## src/sv/npsd_pkg.sv

```systemverilog
`timescale 1ns / 1ps
// ----------------------------------------------------------------------------
// npsd_pkg: shared types and constants
// Function codes, register indexes, reset values and the cell/control structs.
// ----------------------------------------------------------------------------
package npsd_pkg;

	localparam int WORD_W = 24;
	localparam int CNT_W  = 8;

	// item function codes
	localparam logic [1:0] FUNC_NOTE_ON = 2'd0;
	localparam logic [1:0] FUNC_TICK    = 2'd1;
	localparam logic [1:0] FUNC_CLEAR   = 2'd2;
	localparam logic [1:0] FUNC_RSVD    = 2'd3;

	// register indexes
	localparam logic [1:0] REG_BASE_NOTE = 2'd0;
	localparam logic [1:0] REG_MIN_TICKS = 2'd1;
	localparam logic [1:0] REG_RANGE     = 2'd2;

	// register reset values
	localparam logic [6:0] BASE_NOTE_RST = 7'd79;
	localparam logic [6:0] MIN_TICKS_RST = 7'd10;
	localparam logic [7:0] RANGE_RST     = 8'd60;

	// one channel as it travels around the ring
	typedef struct packed {
		logic [CNT_W-1:0] cnt;
		logic             on;
	} cell_t;

	// what the update point does to the entry passing through
	typedef struct packed {
		logic             tick;
		logic             load;
		logic [CNT_W-1:0] len;
	} ctl_t;

endpackage

```

## src/sv/npsd_cell.sv

```systemverilog
`timescale 1ns / 1ps
// ----------------------------------------------------------------------------
// npsd_cell: one ring cell
// Holds one channel's counter and output bit, passes it on while shifting and clears the bit on clr.
// ----------------------------------------------------------------------------
module npsd_cell (
	input  logic           clk,
	input  logic           arst_n,
	input  logic           shift_en,
	input  logic           clr,
	input  npsd_pkg::cell_t d,
	output npsd_pkg::cell_t q
);
	import npsd_pkg::*;

	cell_t cell_q;

	always_ff @(posedge clk or negedge arst_n) begin
		if (!arst_n) begin
			cell_q <= '0;
		end else if (shift_en) begin
			cell_q <= d;
		end else if (clr) begin
			cell_q.on <= 1'b0;
		end
	end

	assign q = cell_q;

endmodule

```

## src/sv/npsd_head.sv

```systemverilog
`timescale 1ns / 1ps
// ----------------------------------------------------------------------------
// npsd_head: ring update point
// Applies a tick or a note-on load to the entry leaving the last cell.
// ----------------------------------------------------------------------------
module npsd_head (
	input  npsd_pkg::cell_t tail,
	input  npsd_pkg::ctl_t  ctl,
	output npsd_pkg::cell_t upd,
	output logic            expire
);
	import npsd_pkg::*;

	always_comb begin
		upd    = tail;
		expire = 1'b0;
		if (ctl.tick) begin
			if (tail.cnt != '0) begin
				upd.cnt = tail.cnt - CNT_W'(1);
				if (tail.cnt == CNT_W'(1)) begin
					upd.on = 1'b0;
					expire = 1'b1;
				end
			end
		end else if (ctl.load) begin
			upd.cnt = ctl.len;
			upd.on  = 1'b1;
		end
	end

endmodule

```

## src/sv/npsd_len.sv

```systemverilog
`timescale 1ns / 1ps
// ----------------------------------------------------------------------------
// npsd_len: pulse length pipeline
// min + vel*range/127 saturated at 255, in three register stages.
// ----------------------------------------------------------------------------
module npsd_len (
	input  logic       clk,
	input  logic [6:0] vel,
	input  logic [7:0] range_ticks,
	input  logic [6:0] min_ticks,
	output logic [7:0] len
);
	logic [14:0] p_s1;
	logic [14:0] p_s2;
	logic [7:0]  q_s2;
	logic [7:0]  len_s3;
	logic [24:0] est;
	logic [14:0] back;
	logic [7:0]  fix;
	logic [8:0]  sum;

	// 517/65536 sits just above 1/127: estimate is exact or one high
	assign est  = {10'd0, p_s1} * 25'd517;
	assign back = 15'({7'd0, q_s2} * 15'd127);
	assign fix  = (back > p_s2) ? q_s2 - 8'd1 : q_s2;
	assign sum  = {2'b00, min_ticks} + {1'b0, fix};

	always_ff @(posedge clk) begin
		p_s1   <= {8'd0, vel} * {7'd0, range_ticks};
		p_s2   <= p_s1;
		q_s2   <= est[23:16];
		len_s3 <= sum[8] ? 8'hFF : sum[7:0];
	end

	assign len = len_s3;

endmodule

```

## src/sv/note_pulse_shift_driver_core.sv

```systemverilog
`timescale 1ns / 1ps
// ----------------------------------------------------------------------------
// note_pulse_shift_driver_core: multi-channel one-shot pulse driver
// Note-on starts a per-channel pulse, ticks count it down, words go out.
// ----------------------------------------------------------------------------
// Channel counters and output bits live in a ring of NOTES cells that rotates
// one full turn per note-on or tick item, so every entry passes the single
// update point once and ends back in its home cell. A tick sweeps the ring
// and then emits a word if one is due; a note-on passes states LEN1, LEN2 and
// LEN3 for the length pipeline, then sweeps; a clear emits a word at once; an
// unused function code or an out-of-range note is dropped while idle. Inputs:
// s_tuser carries func, s_tdata carries note_number and velocity. Result
// words go out on m_tdata through an output register, so the next item is
// taken while a word waits; only a second word stalls.
// Config writes (cfg_index 0 base note, 1 minimum pulse ticks, 2 extra
// ticks at full velocity) are always accepted and must come while idle.
// ----------------------------------------------------------------------------
module note_pulse_shift_driver_core #(
	parameter int NOTES = 24
) (
	input  logic        clk,
	input  logic        arst_n,
	// item input
	input  logic        s_tvalid,
	output logic        s_tready,
	input  logic [15:0] s_tdata,   // [6:0] note_number, [13:7] velocity, [15:14] zero
	input  logic [1:0]  s_tuser,   // [1:0] func
	// result output
	output logic        m_tvalid,
	input  logic        m_tready,
	output logic [23:0] m_tdata,   // [23:0] output_word
	// config write
	input  logic        cfg_valid,
	output logic        cfg_ready,
	input  logic [1:0]  cfg_index,
	input  logic [7:0]  cfg_data
);
	import npsd_pkg::*;

	localparam int CW = (NOTES > 1) ? $clog2(NOTES) : 1;

	localparam logic [2:0] ST_IDLE  = 3'd0;
	localparam logic [2:0] ST_LEN1  = 3'd1;
	localparam logic [2:0] ST_LEN2  = 3'd2;
	localparam logic [2:0] ST_LEN3  = 3'd3;
	localparam logic [2:0] ST_SWEEP = 3'd4;
	localparam logic [2:0] ST_EMIT  = 3'd5;

	logic [2:0]  state_q;
	logic [1:0]  func_q;
	logic [6:0]  vel_q;
	logic [CW-1:0] ch_q;
	logic [CW-1:0] idx_q;
	logic        pending_q;
	logic        out_valid_q;
	logic [23:0] res_q;

	logic [6:0]  base_note_q;
	logic [6:0]  min_ticks_q;
	logic [7:0]  range_q;

	logic [1:0]  in_func;
	logic [6:0]  in_note;
	logic [6:0]  in_vel;
	logic        s_accept;
	logic [6:0]  diff;
	logic        hit;
	logic        emit_go;
	logic        shift_en;
	logic        clr;
	logic        expire;
	logic [7:0]  len;
	logic [23:0] word_all;
	ctl_t        ctl;
	cell_t       upd;
	cell_t       cell_d [NOTES];
	cell_t       cell_q [NOTES];

	assign in_func  = s_tuser;
	assign in_note  = s_tdata[6:0];
	assign in_vel   = s_tdata[13:7];
	assign s_tready = (state_q == ST_IDLE);
	assign s_accept = s_tvalid && s_tready;
	assign cfg_ready = 1'b1;

	// channel lookup for a note-on
	assign diff = in_note - base_note_q;
	assign hit  = (in_note >= base_note_q) && ({1'b0, diff} < 8'(NOTES));

	assign shift_en = (state_q == ST_SWEEP);
	assign clr      = s_accept && (in_func == FUNC_CLEAR);
	assign emit_go  = (state_q == ST_EMIT) && (!out_valid_q || m_tready);

	// config registers
	always_ff @(posedge clk or negedge arst_n) begin
		if (!arst_n) begin
			base_note_q <= BASE_NOTE_RST;
			min_ticks_q <= MIN_TICKS_RST;
			range_q     <= RANGE_RST;
		end else if (cfg_valid && cfg_ready) begin
			unique case (cfg_index)
				REG_BASE_NOTE: base_note_q <= cfg_data[6:0];
				REG_MIN_TICKS: min_ticks_q <= cfg_data[6:0];
				REG_RANGE:     range_q     <= cfg_data;
				default:       ;
			endcase
		end
	end

	// pulse length, registered in npsd_len from vel_q and the config registers
	npsd_len u_len (
		.clk         (clk),
		.vel         (vel_q),
		.range_ticks (range_q),
		.min_ticks   (min_ticks_q),
		.len         (len)
	);

	// update point at the ring tail
	always_comb begin
		ctl.tick = shift_en && (func_q == FUNC_TICK);
		ctl.load = shift_en && (func_q == FUNC_NOTE_ON) && (idx_q == ch_q);
		ctl.len  = len;
	end

	npsd_head u_head (
		.tail   (cell_q[NOTES-1]),
		.ctl    (ctl),
		.upd    (upd),
		.expire (expire)
	);

	// the ring
	genvar g;
	generate
		for (g = 0; g < NOTES; g++) begin : g_ring
			if (g == 0) begin : g_first
				assign cell_d[g] = upd;
			end else begin : g_next
				assign cell_d[g] = cell_q[g-1];
			end
			npsd_cell u_cell (
				.clk      (clk),
				.arst_n   (arst_n),
				.shift_en (shift_en),
				.clr      (clr),
				.d        (cell_d[g]),
				.q        (cell_q[g])
			);
		end
		// output bits; channels past the word have none
		for (g = 0; g < WORD_W; g++) begin : g_word
			if (g < NOTES) begin : g_bit
				assign word_all[g] = cell_q[g].on;
			end else begin : g_zero
				assign word_all[g] = 1'b0;
			end
		end
	endgenerate

	// sequencer
	always_ff @(posedge clk or negedge arst_n) begin
		if (!arst_n) begin
			state_q   <= ST_IDLE;
			idx_q     <= '0;
			pending_q <= 1'b0;
		end else begin
			unique case (state_q)
				ST_IDLE: begin
					if (s_accept) begin
						idx_q <= CW'(NOTES - 1);
						priority if (in_func == FUNC_NOTE_ON) begin
							if (hit) begin
								state_q   <= ST_LEN1;
								pending_q <= 1'b1;
							end
						end else if (in_func == FUNC_TICK) begin
							state_q <= ST_SWEEP;
						end else if (in_func == FUNC_CLEAR) begin
							state_q <= ST_EMIT;
						end
					end
				end
				ST_LEN1: state_q <= ST_LEN2;
				ST_LEN2: state_q <= ST_LEN3;
				ST_LEN3: state_q <= ST_SWEEP;
				ST_SWEEP: begin
					if (expire) begin
						pending_q <= 1'b1;
					end
					if (idx_q == '0) begin
						if ((func_q == FUNC_TICK) && (pending_q || expire)) begin
							state_q <= ST_EMIT;
						end else begin
							state_q <= ST_IDLE;
						end
					end else begin
						idx_q <= idx_q - CW'(1);
					end
				end
				ST_EMIT: begin
					if (emit_go) begin
						state_q <= ST_IDLE;
						if (func_q == FUNC_TICK) begin
							pending_q <= 1'b0;
						end
					end
				end
				default: state_q <= ST_IDLE;
			endcase
		end
	end

	// item payload
	always_ff @(posedge clk) begin
		if (s_accept) begin
			func_q <= in_func;
			vel_q  <= in_vel;
			ch_q   <= diff[CW-1:0];
		end
	end

	// output register
	always_ff @(posedge clk or negedge arst_n) begin
		if (!arst_n) begin
			out_valid_q <= 1'b0;
		end else if (emit_go) begin
			out_valid_q <= 1'b1;
		end else if (m_tready) begin
			out_valid_q <= 1'b0;
		end
	end

	always_ff @(posedge clk) begin
		if (emit_go) begin
			res_q <= word_all;
		end
	end

	assign m_tvalid = out_valid_q;
	assign m_tdata  = res_q;

	// ring turn counts down one entry per cycle
	a_sweep_count: assert property (@(posedge clk) disable iff (!arst_n)
		(state_q == ST_SWEEP && idx_q != '0) |=>
			(state_q == ST_SWEEP && idx_q == $past(idx_q) - CW'(1)))
		else $error("ring sweep counter slipped");

	// a clear leaves every output bit low for the word it emits
	a_clear_zero: assert property (@(posedge clk) disable iff (!arst_n)
		clr |=> (state_q == ST_EMIT && word_all == '0))
		else $error("clear did not zero output bits");

	// an emitted tick word consumes the pending mark
	a_pending_done: assert property (@(posedge clk) disable iff (!arst_n)
		(emit_go && func_q == FUNC_TICK) |=> (!pending_q && m_tvalid))
		else $error("pending mark not cleared on tick word");

endmodule

```

## config.mk

```make
export PLATFORM = sky130hd
export DESIGN_NAME = note_pulse_shift_driver_core
export DESIGN_NICKNAME = d
export VERILOG_FILES = /design/src/sv/npsd_pkg.sv /design/src/sv/npsd_cell.sv /design/src/sv/npsd_head.sv /design/src/sv/npsd_len.sv /design/src/sv/note_pulse_shift_driver_core.sv
export SDC_FILE = /design/constraint.sdc
export NUM_CORES = 1
export LEC_CHECK = 0
export ABC_AREA = 1
export BUFFER_PORTS_ARGS = -buffer_cell sky130_fd_sc_hd__buf_2
export CAP_MARGIN = 10
export CELL_PAD_IN_SITES_DETAIL_PLACEMENT = 1
export CELL_PAD_IN_SITES_GLOBAL_PLACEMENT = 2
export CORE_MARGIN = 2
export CORE_UTILIZATION = 43
export DETAILED_ROUTE_END_ITERATION = 12
export PLACE_DENSITY = 0.88
export SLEW_MARGIN = 20
export SYNTH_ARGS = -nofsm -noshare
export SYNTH_HDL_FRONTEND = slang
export SYNTH_SLANG_ARGS = --single-unit
```

## constraint.sdc

```tcl
create_clock -name clk -period 10.03 [get_ports clk]
set_clock_uncertainty 0.05 [all_clocks]
set_input_delay 0.5015 -clock clk [delete_from_list [all_inputs] [get_ports clk]]
set_output_delay 0.5015 -clock clk [all_outputs]
set_load 0.01 [all_outputs]
```

==> summary.md, run 1 <==
| Metric | Value |
|---|---|
| Synth top area share | 32.8% |
| I/O Pins | 60 |
| Sink count of the clock tree | roughly 330 |
| Post-synth EDFFs | 38 |
| Slew at the pin with the worst max-slew slack | 0.887 ns |
| Vias per cell | 4.98 |
| Hold Fails Final Rpt | 0 |
| Initial antenna violation count | 0 |
| CTS H-tree lvls | 2 |
| Fin. max-slew vios | 0 |
| Multi-input logic area | about 0.0081 mm² |
| Top cells by area, synth | dfrtp_1 33%, ha_1 11%, nand2_1 9.9% |
| Yosys reg bits | between 300 and 400 |
| Initial Utilization | 43.3% |
| WP data arrival | 7.32 ns |
| Largest net degree at the start of global routing | around 130 |
| Worst slew margin | 40.8% |
| Gate Count Post-Synth | 2,034 |
| Vias post-DR | 13,100 |
| Total GRT Usage | ~19% |
| DRC | 0 |
| Nets | 2,312 |
| CP peak stage delay | 0.58 ns |
| Reg2Reg Launch Point | u_len.q_s2[3]$_DFF_P_ |
| Placed insts | 2,567 |
| Dpl hpwl | a little under 30 mm |
| Post-CTS Setup Bufs | 0 |
| Seq/Total Area, Yosys | 45.8% |
| Detailed Route WL | 40.4 mm |
| First-pass GRT wire length | 69.8 mm |
| Detailed Route Iter0 Violations | 675 |
| Post-CTS sizing | 0 |
| Die footprint | 0.0437 mm² |
| Core ar. | about 0.042 mm² |
| Worst Setup End Kind | flip-flop |
| Synth Flop Type | dfrtp_1 |
| Crit path kind | flip-flop to flip-flop |
| 1st-pass router iterations | 4 |
| Critical Path RT | 10.46 ns |
| Mean cell area of the mapped netlist | 8.89 µm² |
| Fillers | 4,866 |
| CP max stage cell | fa_1 |
| Critical path peak fanout | 9 |
| R2R cell count | 31 |
| Rows | 75 |
| Area leader, netlist | dfrtp_1 |
| CTS Hold Buffers Added | 1 |
| Worst Hold Class | primary input to flip-flop |
| Length of routed met3 wiring | approximately 1.3 mm |
| RSZ-0062 raised after global routing | false |
| Flip-flop and latch area | 0.00828 mm² |
| Finished Layout Cells | 2,635 |
| Hold Slack | 0.0843 ns |
| Overflow after GRT | 0 |
| Post-synth cell types | 52 |
| Maximum clock rate | 145 MHz |
| YS warnings | 0 |
| Die width | 209 µm |
| R2r endpoint | u_len.len[2]$_SDFF_PP1_ |
| CTS tree | done |
| Final setup viols | 0 |
| Die Y-Extent | 209 µm |
| Max Root-Sink Buffers | 3 |
| Clock slew at reported path FFs | 0.06 ns |
| Post-Syn Nets | 2,277 |
| Root Driver | clkbuf_16 |
| Post-synth ARST share | 74.7% |
| Top layer in use | met4 |
| Num CTS Buffers | 38 |
| DR WL met2 | 19.6 mm |
| Core Util, Final | 47.8% |
| Max Cap Violations | 0 |
| ANT nets after route | 0 |
| R2R Setup Slk | roughly 3.1 ns |
| Min Tclk post-route | between 6 and 7 ns |
| Avg WL per Cell | roughly 15 µm |
| Count leader, synth | nand2_1 |
| Status | completed |
| Commonest cells in the netlist | 476 x nand2_1, 368 x inv_1, 237 x dfrtp_1 |
| Fin crit share | 68.7% |
| Post-route setup TNS | 0 ns |
| PortBufs | 56 |
| Proportion of layout cells with a drive suffix above 1 | 7.64% |
| Vias in the first global route | roughly 14,000 |
| CP endpoint | u_len.len[2]$_SDFF_PP1_ |
| Met1 WL | 18.8 mm |
| Worst-Skew Late Latency | about 0.56 ns |
| Mapped Area | 0.0181 mm² |
| Critical path's most frequent cell | nand2_1 |
| Gpl congestion | 0.851 |
| Synthesis-to-finish area growth | 10.2% |
| CP startpoint kind | flip-flop |
| Setup crit start | u_len.q_s2[3]$_DFF_P_ |
-- worst min-delay path by stage --
stage | start | endpoint | slack (ns) | cells past startpoint
2_1_floorplan | arst_n | base_note_q[4]$_DFFE_PN0P_ | 0.16 | 0
3_3_place_gp | u_len.p_s1[4]$_DFF_P_ | u_len.p_s2[4]$_DFF_P_ | 0.34 | 0
6_report | s_tdata[13] | vel_q[6]$_DFFE_PP_ | 0.08 | 1
3_5_place_dp | u_len.p_s1[4]$_DFF_P_ | u_len.p_s2[4]$_DFF_P_ | 0.36 | 0
4_1_cts | s_tdata[13] | vel_q[6]$_DFFE_PP_ | 0.05 | 1
5_1_grt | s_tdata[11] | vel_q[4]$_DFFE_PP_ | 0.05 | 1
-- metal layers --
metal | track usage (%) | vias up
li1 | - | 6487
met1 | 25.5 | 6447
met2 | 33.2 | 130
met3 | 3.64 | 48
met4 | 4.48 | 0
met5 | 0 | -
-- placed cells by master, fill, tap and decap left out, types with 4 or more instances in the layout --
| cell | instances |
|---|---|
| nand2_1 | 476 |
| inv_1 | 368 |
| dfrtp_1 | 237 |
| o21ai_0 | 214 |
| ha_1 | 152 |
| nor2_1 | 67 |
| a21oi_1 | 63 |
| nand3_1 | 58 |
| fa_1 | 58 |
| buf_2 | 55 |
| dfxtp_1 | 46 |
| clkbuf_16 | 39 |
| edfxtp_1 | 38 |
| xor2_1 | 31 |
| o22ai_1 | 23 |
| nand4_1 | 19 |
| xnor2_1 | 14 |
| o21ai_1 | 12 |
| dfstp_2 | 11 |
| clkbuf_1 | 11 |
| nor3_1 | 8 |
| o21bai_1 | 6 |
| clkinv_1 | 6 |
| a21o_1 | 5 |
| inv_2 | 5 |
| or2_2 | 5 |
| nand2_2 | 4 |
| nor2_2 | 4 |
| o211ai_1 | 4 |
| a22oi_2 | 4 |
| buf_4 | 4 |
-- kinds of logic after synthesis --
kind of cell,after synthesis,synth area share (%)
other,1,0.0207
muxes,1,0.0622
xor gates and xnor gates,45,2.18
and+or+nand+nor,661,15.2
adders and majority gates,210,16.9
buffers and inverters,442,9.61
AOI/OAI and AO/OA,342,10.2
DFF,332,45.8
-- registers in the layout, indices dropped and copies added (netlist names), 2 cells and up --
| register | flops |
|---|---|
| base_note_q | 7 |
| ch_q | 5 |
| func_q | 2 |
| g_ring.u_cell.q | 216 |
| idx_q | 5 |
| m_tdata | 24 |
| min_ticks_q | 7 |
| range_q | 8 |
| state_q | 3 |
| u_len.len | 8 |
| u_len.p_s1 | 15 |
| u_len.p_s2 | 15 |
| u_len.q_s2 | 8 |
| vel_q | 7 |
-- worst max-delay path, delay by kind of cell, from the launching register on --
kind	cells	cell delay, ns
adders and majority gates	7	3.15
and+or+nand+nor	15	1.95
AOI/OAI and AO/OA	4	0.74
DFF	1	0.45
buffers and inverters	5	0.45
-- through the flow --
step,instance area (µm²),worst slack (ns)
6_report,19900,3.14
5_1_grt,19900,2.59
3_3_place_gp,18800,3.26
3_5_place_dp,18800,3.16
4_1_cts,19900,3.08
2_1_floorplan,18100,4.11
-- cell type report --
class                   count  share of cell area, %
inverters                 375                   7.10
flip-flops and latches    332                   41.5
repair buffers             62                   1.71
diodes                      1                 0.0125
well taps                 539                   3.38
clock buffers              53                   5.31
multi-input cells        1260                   40.5
clock inverters            13                  0.433
Power of run 1 is left out: the tool's default activity adds up to more than one toggle a clock period on the data nets, which glitch-free logic cannot reach.
==> inputs of run 2 (changes only) <==
Settings changed: CORE_UTILIZATION 43 to 36, PLACE_DENSITY 0.88 to 0.79.
Clock period 10.03 ns to 5.8 ns, I/O delays scaled along.
==> summary.md, run 2 (same netlist as run 1, synthesis figures left out) <==
| Metric | Value |
|---|---|
| Status | finished, violations left (was completed) |
| Failing checks | setup timing |
| GR Util met2 | 27.7% (was 33.2%) |
| GR peak layer | met2 (unchanged) |
| Setup ws final | -0.278 ns (was 3.14 ns) |
| Core ar. | 0.0499 mm² (was 0.0418 mm²) |
| Avg WL per Cell | 14.7 µm (was 15.3 µm) |
| Detailed Route Iter0 Violations | 689 (was 675) |
| Max Root-Sink Buffers | 3 (unchanged) |
| Met3 Use GR | 2.48% (was 3.64%) |
| Gpl congestion | 0.828 (was 0.851) |
| Hold Fails Final Rpt | 0 (unchanged) |
| CP endpoint | u_len.len[4]$_SDFF_PP1_ (was u_len.len[2]$_SDFF_PP1_) |
| Clock slew at reported path FFs | 0.06 ns (about the same) |
| Worst-Skew Late Latency | 0.57 ns (was 0.56 ns) |
| Placed insts | 2,761 (was 2,567) |
| Num CTS Buffers | 40 (was 38) |
| Antenna diodes | 0 (was 1) |
| CP startpoint kind | flip-flop (unchanged) |
| Cell family with most CP delay | adder cells (unchanged) |
| Initial Utilization | 36.3% (was 43.3%) |
| Synthesis-to-finish area growth | 17.7% (was 10.2%) |
| Worst Setup End Kind | flip-flop (unchanged) |
| Crit path kind | flip-flop to flip-flop (unchanged) |
| Buf/Inv on CP | 4 (was 5) |
| Min Tclk post-route | 6.08 ns (was 6.89 ns) |
| Slew at the pin with the worst max-slew slack | 0.967 ns (was 0.887 ns) |
| Most frequent cells in the layout | 468 x nand2_1, 360 x inv_1, 237 x dfrtp_1, 207 x o21ai_0, 140 x ha_1 (was 476 x nand2_1, 368 x inv_1, 237 x dfrtp_1, 214 x o21ai_0, 152 x ha_1) |
| DRC | 0 (unchanged) |
| Placement Cell Area | 0.0194 mm² (was 0.0188 mm²) |
| Fin crit share | 105% (was 68.7%) |
| Dpl hpwl | 30.2 mm (was 29.2 mm) |
| CP max stage cell | fa_1 (unchanged) |
| Reg2Reg Launch Point | u_len.q_s2[3]$_DFF_P_ (unchanged) |
| Cell count along the critical path | 29 (was 31) |
| Pre-CTS setup slack | -0.692 ns (was 3.16 ns) |
| Setup crit start | u_len.q_s2[3]$_DFF_P_ (unchanged) |
| Rows | 82 (was 75) |
| WP data arrival | 6.46 ns (was 7.32 ns) |
| Global routing usage on met1 | 22.4% (was 25.5%) |
| Root Driver | clkbuf_16 (unchanged) |
| Finished Layout Cells | 2,858 (was 2,635) |
| First-pass GRT wire length | 72.0 mm (was 69.8 mm) |
| Largest net degree at the start of global routing | 165 (was 133) |
| Overflow after GRT | 0 (unchanged) |
| Initial antenna violation count | 0 (unchanged) |
| Die width | 228 µm (was 209 µm) |
| CTS tree | done (unchanged) |
| Total GRT Usage | 16.6% (was 19.4%) |
| Worst Hold Class | primary input to flip-flop (unchanged) |
| Critical path peak fanout | 7 (was 9) |
| Critical Path RT | 6.18 ns (was 10.46 ns) |
| Maximum clock rate | 165 MHz (was 145 MHz) |
| Max reg flops | 216 (unchanged) |
| R2R cell count | 29 (was 31) |
| Worst hold start | cfg_data[1] (was s_tdata[13]) |
| RSZ-0062 raised after global routing | true (was false) |
| Worst slew margin | 35.6% (was 40.8%) |
| Detailed Route WL | 41.9 mm (was 40.4 mm) |
| Vias in the first global route | 14,400 (was 14,200) |
| Max Cap Violations | 0 (unchanged) |
| Die Y-Extent | 228 µm (was 209 µm) |
| CP peak stage delay | 0.58 ns (about the same) |
| Nets | 2,398 (was 2,312) |
| R2r endpoint | u_len.len[4]$_SDFF_PP1_ (was u_len.len[2]$_SDFF_PP1_) |
| Proportion of layout cells with a drive suffix above 1 | 13.5% (was 7.64%) |
| Vias post-DR | 13,400 (was 13,100) |
| PortBufs | 56 (unchanged) |
| 1st-pass router iterations | 4 (unchanged) |
| Vias per cell | 4.69 (was 4.98) |
| Commonest non-fill, non-tap cell in the layout | nand2_1 (unchanged) |
| R2R Setup Slk | -0.28 ns (was 3.14 ns) |
| Fin. max-slew vios | 0 (unchanged) |
| I/O Pins | 60 (unchanged) |
| CTS H-tree lvls | 2 (unchanged) |
| Die footprint | 0.0521 mm² (was 0.0437 mm²) |
| ANT nets after route | 0 (unchanged) |
| Sink count of the clock tree | 332 (unchanged) |
| Post-route design area | 0.0213 mm² (was 0.0199 mm²) |
| Final setup viols | 8 (was 0) |
| Post-route setup TNS | -2.14 ns (was 0 ns) |
run 2: cell types whose count changed in the layout (fill, tap and decap cells not counted), moves of 8 or more:
cell,delta
ha_4,+11
nand2_1,-8
a21oi_2,+9
ha_1,-12
buf_4,+65
inv_1,-8
dlygate4sd3_1,+17
a21oi_1,-9
run 2: cell type report:
cell class	instances	area (µm²)
clock buffers	61	1190
clock inverters	12	154
fillers	5914	28600
inverters	375	1420
multi-input cells	1260	8370
flip-flops and latches	332	8300
well taps	672	841
repair buffers	146	1030
run 2: worst min-delay path by stage:
| stage | to | slack [ns] | depth (start not counted) |
|---|---|---|---|
| 4_1_cts | min_ticks_q[1]$_DFFE_PN1P_ | 0.003 | 3 |
| 5_1_grt | min_ticks_q[1]$_DFFE_PN1P_ | 0.03 | 3 |
| 3_5_place_dp | g_ring[13].u_cell.q[0]$_DFFE_PN0P_ | 0.30 | 1 |
| 6_report | min_ticks_q[1]$_DFFE_PN1P_ | 0.03 | 3 |
| 3_3_place_gp | g_ring[13].u_cell.q[0]$_DFFE_PN0P_ | 0.29 | 1 |
| 2_1_floorplan | base_note_q[4]$_DFFE_PN0P_ | -0.06 | 0 |
run 2: layer usage:
layer  vias up  routed length, µm  part of all wire [%]
met3        63               1440                   3.4
li1       6643                  -                     -
met2       154              19700                    47
met1      6556              19800                    47
met5         -                  0                     0
met4         0                942                   2.2
run 2: tightest hold or removal path: stages:
cell	delay, ns
buf_2	0.10
inv_1	0.12
o21ai_0	0.10
run 2: repair_timing:
action,CTS,global route
hold buffers,18,0
setup buffers,4,3
pin swaps,21,29
resized for setup,39,30
endpoints found under the hold margin,95,0
setup endpoints to repair,8,8
run 2: metrics by stage:
step / hold WS [ns] / utilization [%]
floorplan: -0.0556 / -
global placement: 0.287 / 39.0
detailed placement: 0.295 / 39.0
CTS: 0.00308 / 42.4
global route: 0.0255 / 42.7
finish: 0.0342 / 42.7
Power of run 2 is left out for the same reason.
==> inputs of run 3 (changes only) <==
Settings changed: ABC_AREA 1 to not set, CORE_UTILIZATION 36 to 37, SKIP_LAST_GASP set to 1.
==> summary.md, run 3 <==
| Metric | Value |
|---|---|
| I/O Pins | 60 (unchanged) |
| Mean cell area of the mapped netlist | 9.72 µm² (was 8.89 µm²) |
| CTS tree | done (unchanged) |
| Total GRT Usage | 16.6% (about the same) |
| Max Root-Sink Buffers | 3 (unchanged) |
| Final setup viols | 8 (unchanged) |
| Slew at the pin with the worst max-slew slack | 1.08 ns (was 0.967 ns) |
| Maximum clock rate | 153 MHz (was 165 MHz) |
| Mapped Area | 0.0173 mm² (was 0.0181 mm²) |
| Synthesis-to-finish area growth | 19.3% (was 17.7%) |
| Dpl hpwl | 25.9 mm (was 30.2 mm) |
| R2R Setup Slk | -0.73 ns (was -0.28 ns) |
| DRC | 0 (unchanged) |
| Most frequent cells in the layout | 622 x nand2_1, 237 x dfrtp_1, 146 x ha_1, 137 x inv_1, 76 x buf_4 (was 468 x nand2_1, 360 x inv_1, 237 x dfrtp_1, 207 x o21ai_0, 140 x ha_1) |
| Detailed Route Iter0 Violations | 677 (was 689) |
| WP data arrival | 6.92 ns (was 6.46 ns) |
| Root Driver | clkbuf_16 (unchanged) |
| Top cells by area, synth | dfrtp_1 34%, nand2_1 14%, ha_1 11% (was dfrtp_1 33%, ha_1 11%, nand2_1 9.9%) |
| Gate Count Post-Synth | 1,775 (was 2,034) |
| First-pass GRT wire length | 65.2 mm (was 72.0 mm) |
| YS warnings | 0 (unchanged) |
| Gpl congestion | 0.818 (was 0.828) |
| CP max stage cell | fa_1 (unchanged) |
| Fin crit share | 113% (was 105%) |
| Critical Path RT | 6.19 ns (was 6.18 ns) |
| Nets | 2,156 (was 2,398) |
| Die footprint | 0.0484 mm² (was 0.0521 mm²) |
| Post-synth cell types | 70 (was 52) |
| CP peak stage delay | 0.55 ns (was 0.58 ns) |
| Die width | 220 µm (was 228 µm) |
| Failing checks | setup timing (unchanged) |
| ANT nets after route | 0 (unchanged) |
| Crit path kind | flip-flop to flip-flop (unchanged) |
| Count leader, synth | nand2_1 (unchanged) |
| Post-synth ARST share | 74.7% (unchanged) |
| Initial antenna violation count | 0 (unchanged) |
| Synth Flop Type | dfrtp_1 (unchanged) |
| Commonest cells in the netlist | 624 x nand2_1, 237 x dfrtp_1, 152 x ha_1 (was 476 x nand2_1, 368 x inv_1, 237 x dfrtp_1) |
| Commonest non-fill, non-tap cell in the layout | nand2_1 (unchanged) |
| CP endpoint | u_len.len[7]$_SDFF_PP1_ (was u_len.len[4]$_SDFF_PP1_) |
| 1st-pass router iterations | 4 (unchanged) |
| Yosys reg bits | 332 (unchanged) |
| Hold Fails Final Rpt | 0 (unchanged) |
| Largest net degree at the start of global routing | 220 (was 165) |
| Avg WL per Cell | 15.1 µm (was 14.7 µm) |
| Clock slew at reported path FFs | 0.05 ns (was 0.06 ns) |
| R2r endpoint | u_len.len[7]$_SDFF_PP1_ (was u_len.len[4]$_SDFF_PP1_) |
| Detailed Route WL | 38.4 mm (was 41.9 mm) |
| Min Tclk post-route | 6.53 ns (was 6.08 ns) |
| PortBufs | 56 (unchanged) |
| Worst-Skew Late Latency | 0.58 ns (was 0.57 ns) |
| Seq/Total Area, Yosys | 48.0% (was 45.8%) |
| Reg2Reg Launch Point | u_len.q_s2[4]$_DFF_P_ (was u_len.q_s2[3]$_DFF_P_) |
| Vias per cell | 4.83 (was 4.69) |
| Antenna diodes | 0 (unchanged) |
| Setup crit start | u_len.q_s2[4]$_DFF_P_ (was u_len.q_s2[3]$_DFF_P_) |
| CP startpoint kind | flip-flop (unchanged) |
| Area leader, netlist | dfrtp_1 (unchanged) |
| Rows | 79 (was 82) |
| Max reg flops | 216 (unchanged) |
| Status | finished, violations left (unchanged) |
| Worst slew margin | 28.2% (was 35.6%) |
| Core ar. | 0.0463 mm² (was 0.0499 mm²) |
| CTS H-tree lvls | 2 (unchanged) |
| R2R cell count | 28 (was 29) |
| Max Cap Violations | 0 (unchanged) |
| Overflow after GRT | 0 (unchanged) |
| RSZ-0062 raised after global routing | true (unchanged) |
| Synth top area share | 34.4% (was 32.8%) |
| Num CTS Buffers | 40 (unchanged) |
| Post-Syn Nets | 2,018 (was 2,277) |
| Fin. max-slew vios | 0 (unchanged) |
| Die Y-Extent | 220 µm (was 228 µm) |
| Worst Hold Class | primary input to flip-flop (unchanged) |
| Post-synth EDFFs | 38 (unchanged) |
| Proportion of layout cells with a drive suffix above 1 | 15.3% (was 13.5%) |
| Worst Setup End Kind | flip-flop (unchanged) |
| Core Util, Final | 44.5% (was 42.7%) |
| Vias in the first global route | 13,100 (was 14,400) |
| Initial Utilization | 37.3% (was 36.3%) |
| Critical path peak fanout | 3 (was 7) |
| Vias post-DR | 12,300 (was 13,400) |
| Setup ws final | -0.727 ns (was -0.278 ns) |
| Sink count of the clock tree | 332 (unchanged) |
run 3: layout make-up:
cell class | count | area [µm²]
flip-flops and latches | 332 | 8300
fillers | 5182 | 25700
multi-input cells | 1237 | 8470
inverters | 148 | 558
clock buffers | 51 | 1110
clock inverters | 19 | 283
well taps | 607 | 759
repair buffers | 154 | 1110
run 3: per-layer routing:
metal,vias to the layer above,GRT usage (%),part of all wire (%)
met5,-,0,0
met4,0,4.99,2.2
met3,58,2.72,3.5
met2,135,27.8,48
met1,6112,22.0,47
li1,5990,-,-
run 3: through the flow:
step           worst slack (ns)  instances  hold WS [ns]  cell area (µm²)  setup TNS [ns]
6_report                 -0.727       2548        0.0777            20600           -5.57
5_1_grt                   -1.01       2548        0.0828            20600           -7.55
4_1_cts                  -0.773       2545        0.0628            20400           -6.05
3_5_place_dp             -0.892       2450         0.360            18700           -6.84
3_3_place_gp             -0.719       2450         0.354            18700           -5.67
2_1_floorplan            -0.521       1775       -0.0556            17300           -3.18
run 3: repair_timing:
item                                   CTS  global route
hold buffers                            19             0
endpoints found under the hold margin  147             0
setup endpoints to repair                8             8
buffers inserted                         7             4
gates resized for setup                 26            26
pin swaps                               38            31
run 3: worst min path at each step:
stage | depth (start not counted) | endpoint | slack, ns | startpoint
2_1_floorplan | 0 | base_note_q[4]$_DFFE_PN0P_ | -0.06 | arst_n
3_3_place_gp | 0 | u_len.p_s2[3]$_DFF_P_ | 0.35 | u_len.p_s1[3]$_DFF_P_
3_5_place_dp | 0 | u_len.p_s2[4]$_DFF_P_ | 0.36 | u_len.p_s1[4]$_DFF_P_
4_1_cts | 3 | m_tvalid$_DFFE_PN0P_ | 0.06 | m_tready
5_1_grt | 3 | m_tvalid$_DFFE_PN0P_ | 0.08 | m_tready
6_report | 3 | m_tvalid$_DFFE_PN0P_ | 0.08 | m_tready
run 3: worst max-delay path, delay by kind of cell (launching register included):
kind            cells  cell delay [ns]
compound gates      9             1.49
xor+xnor            2             0.27
buf+inv             2             0.10
flops               1             0.36
fa+ha+maj           8             3.11
simple gates        7             1.02
run 3: logic make-up (layout without fill, tap and decap cells):
group                      after synthesis  count (layout)  share of synthesized area [%]
buffers and inverters                  206             372                           4.74
adders and majority gates              210             210                           17.8
DFF                                    332             332                           48.0
muxes                                   17              17                           1.10
AOI/OAI and AO/OA                      165             165                           6.53
and+or+nand+nor                        790             790                           19.1
other                                    1               1                         0.0217
xor gates and xnor gates                54              54                           2.74
Power of run 3 is left out for the same reason.
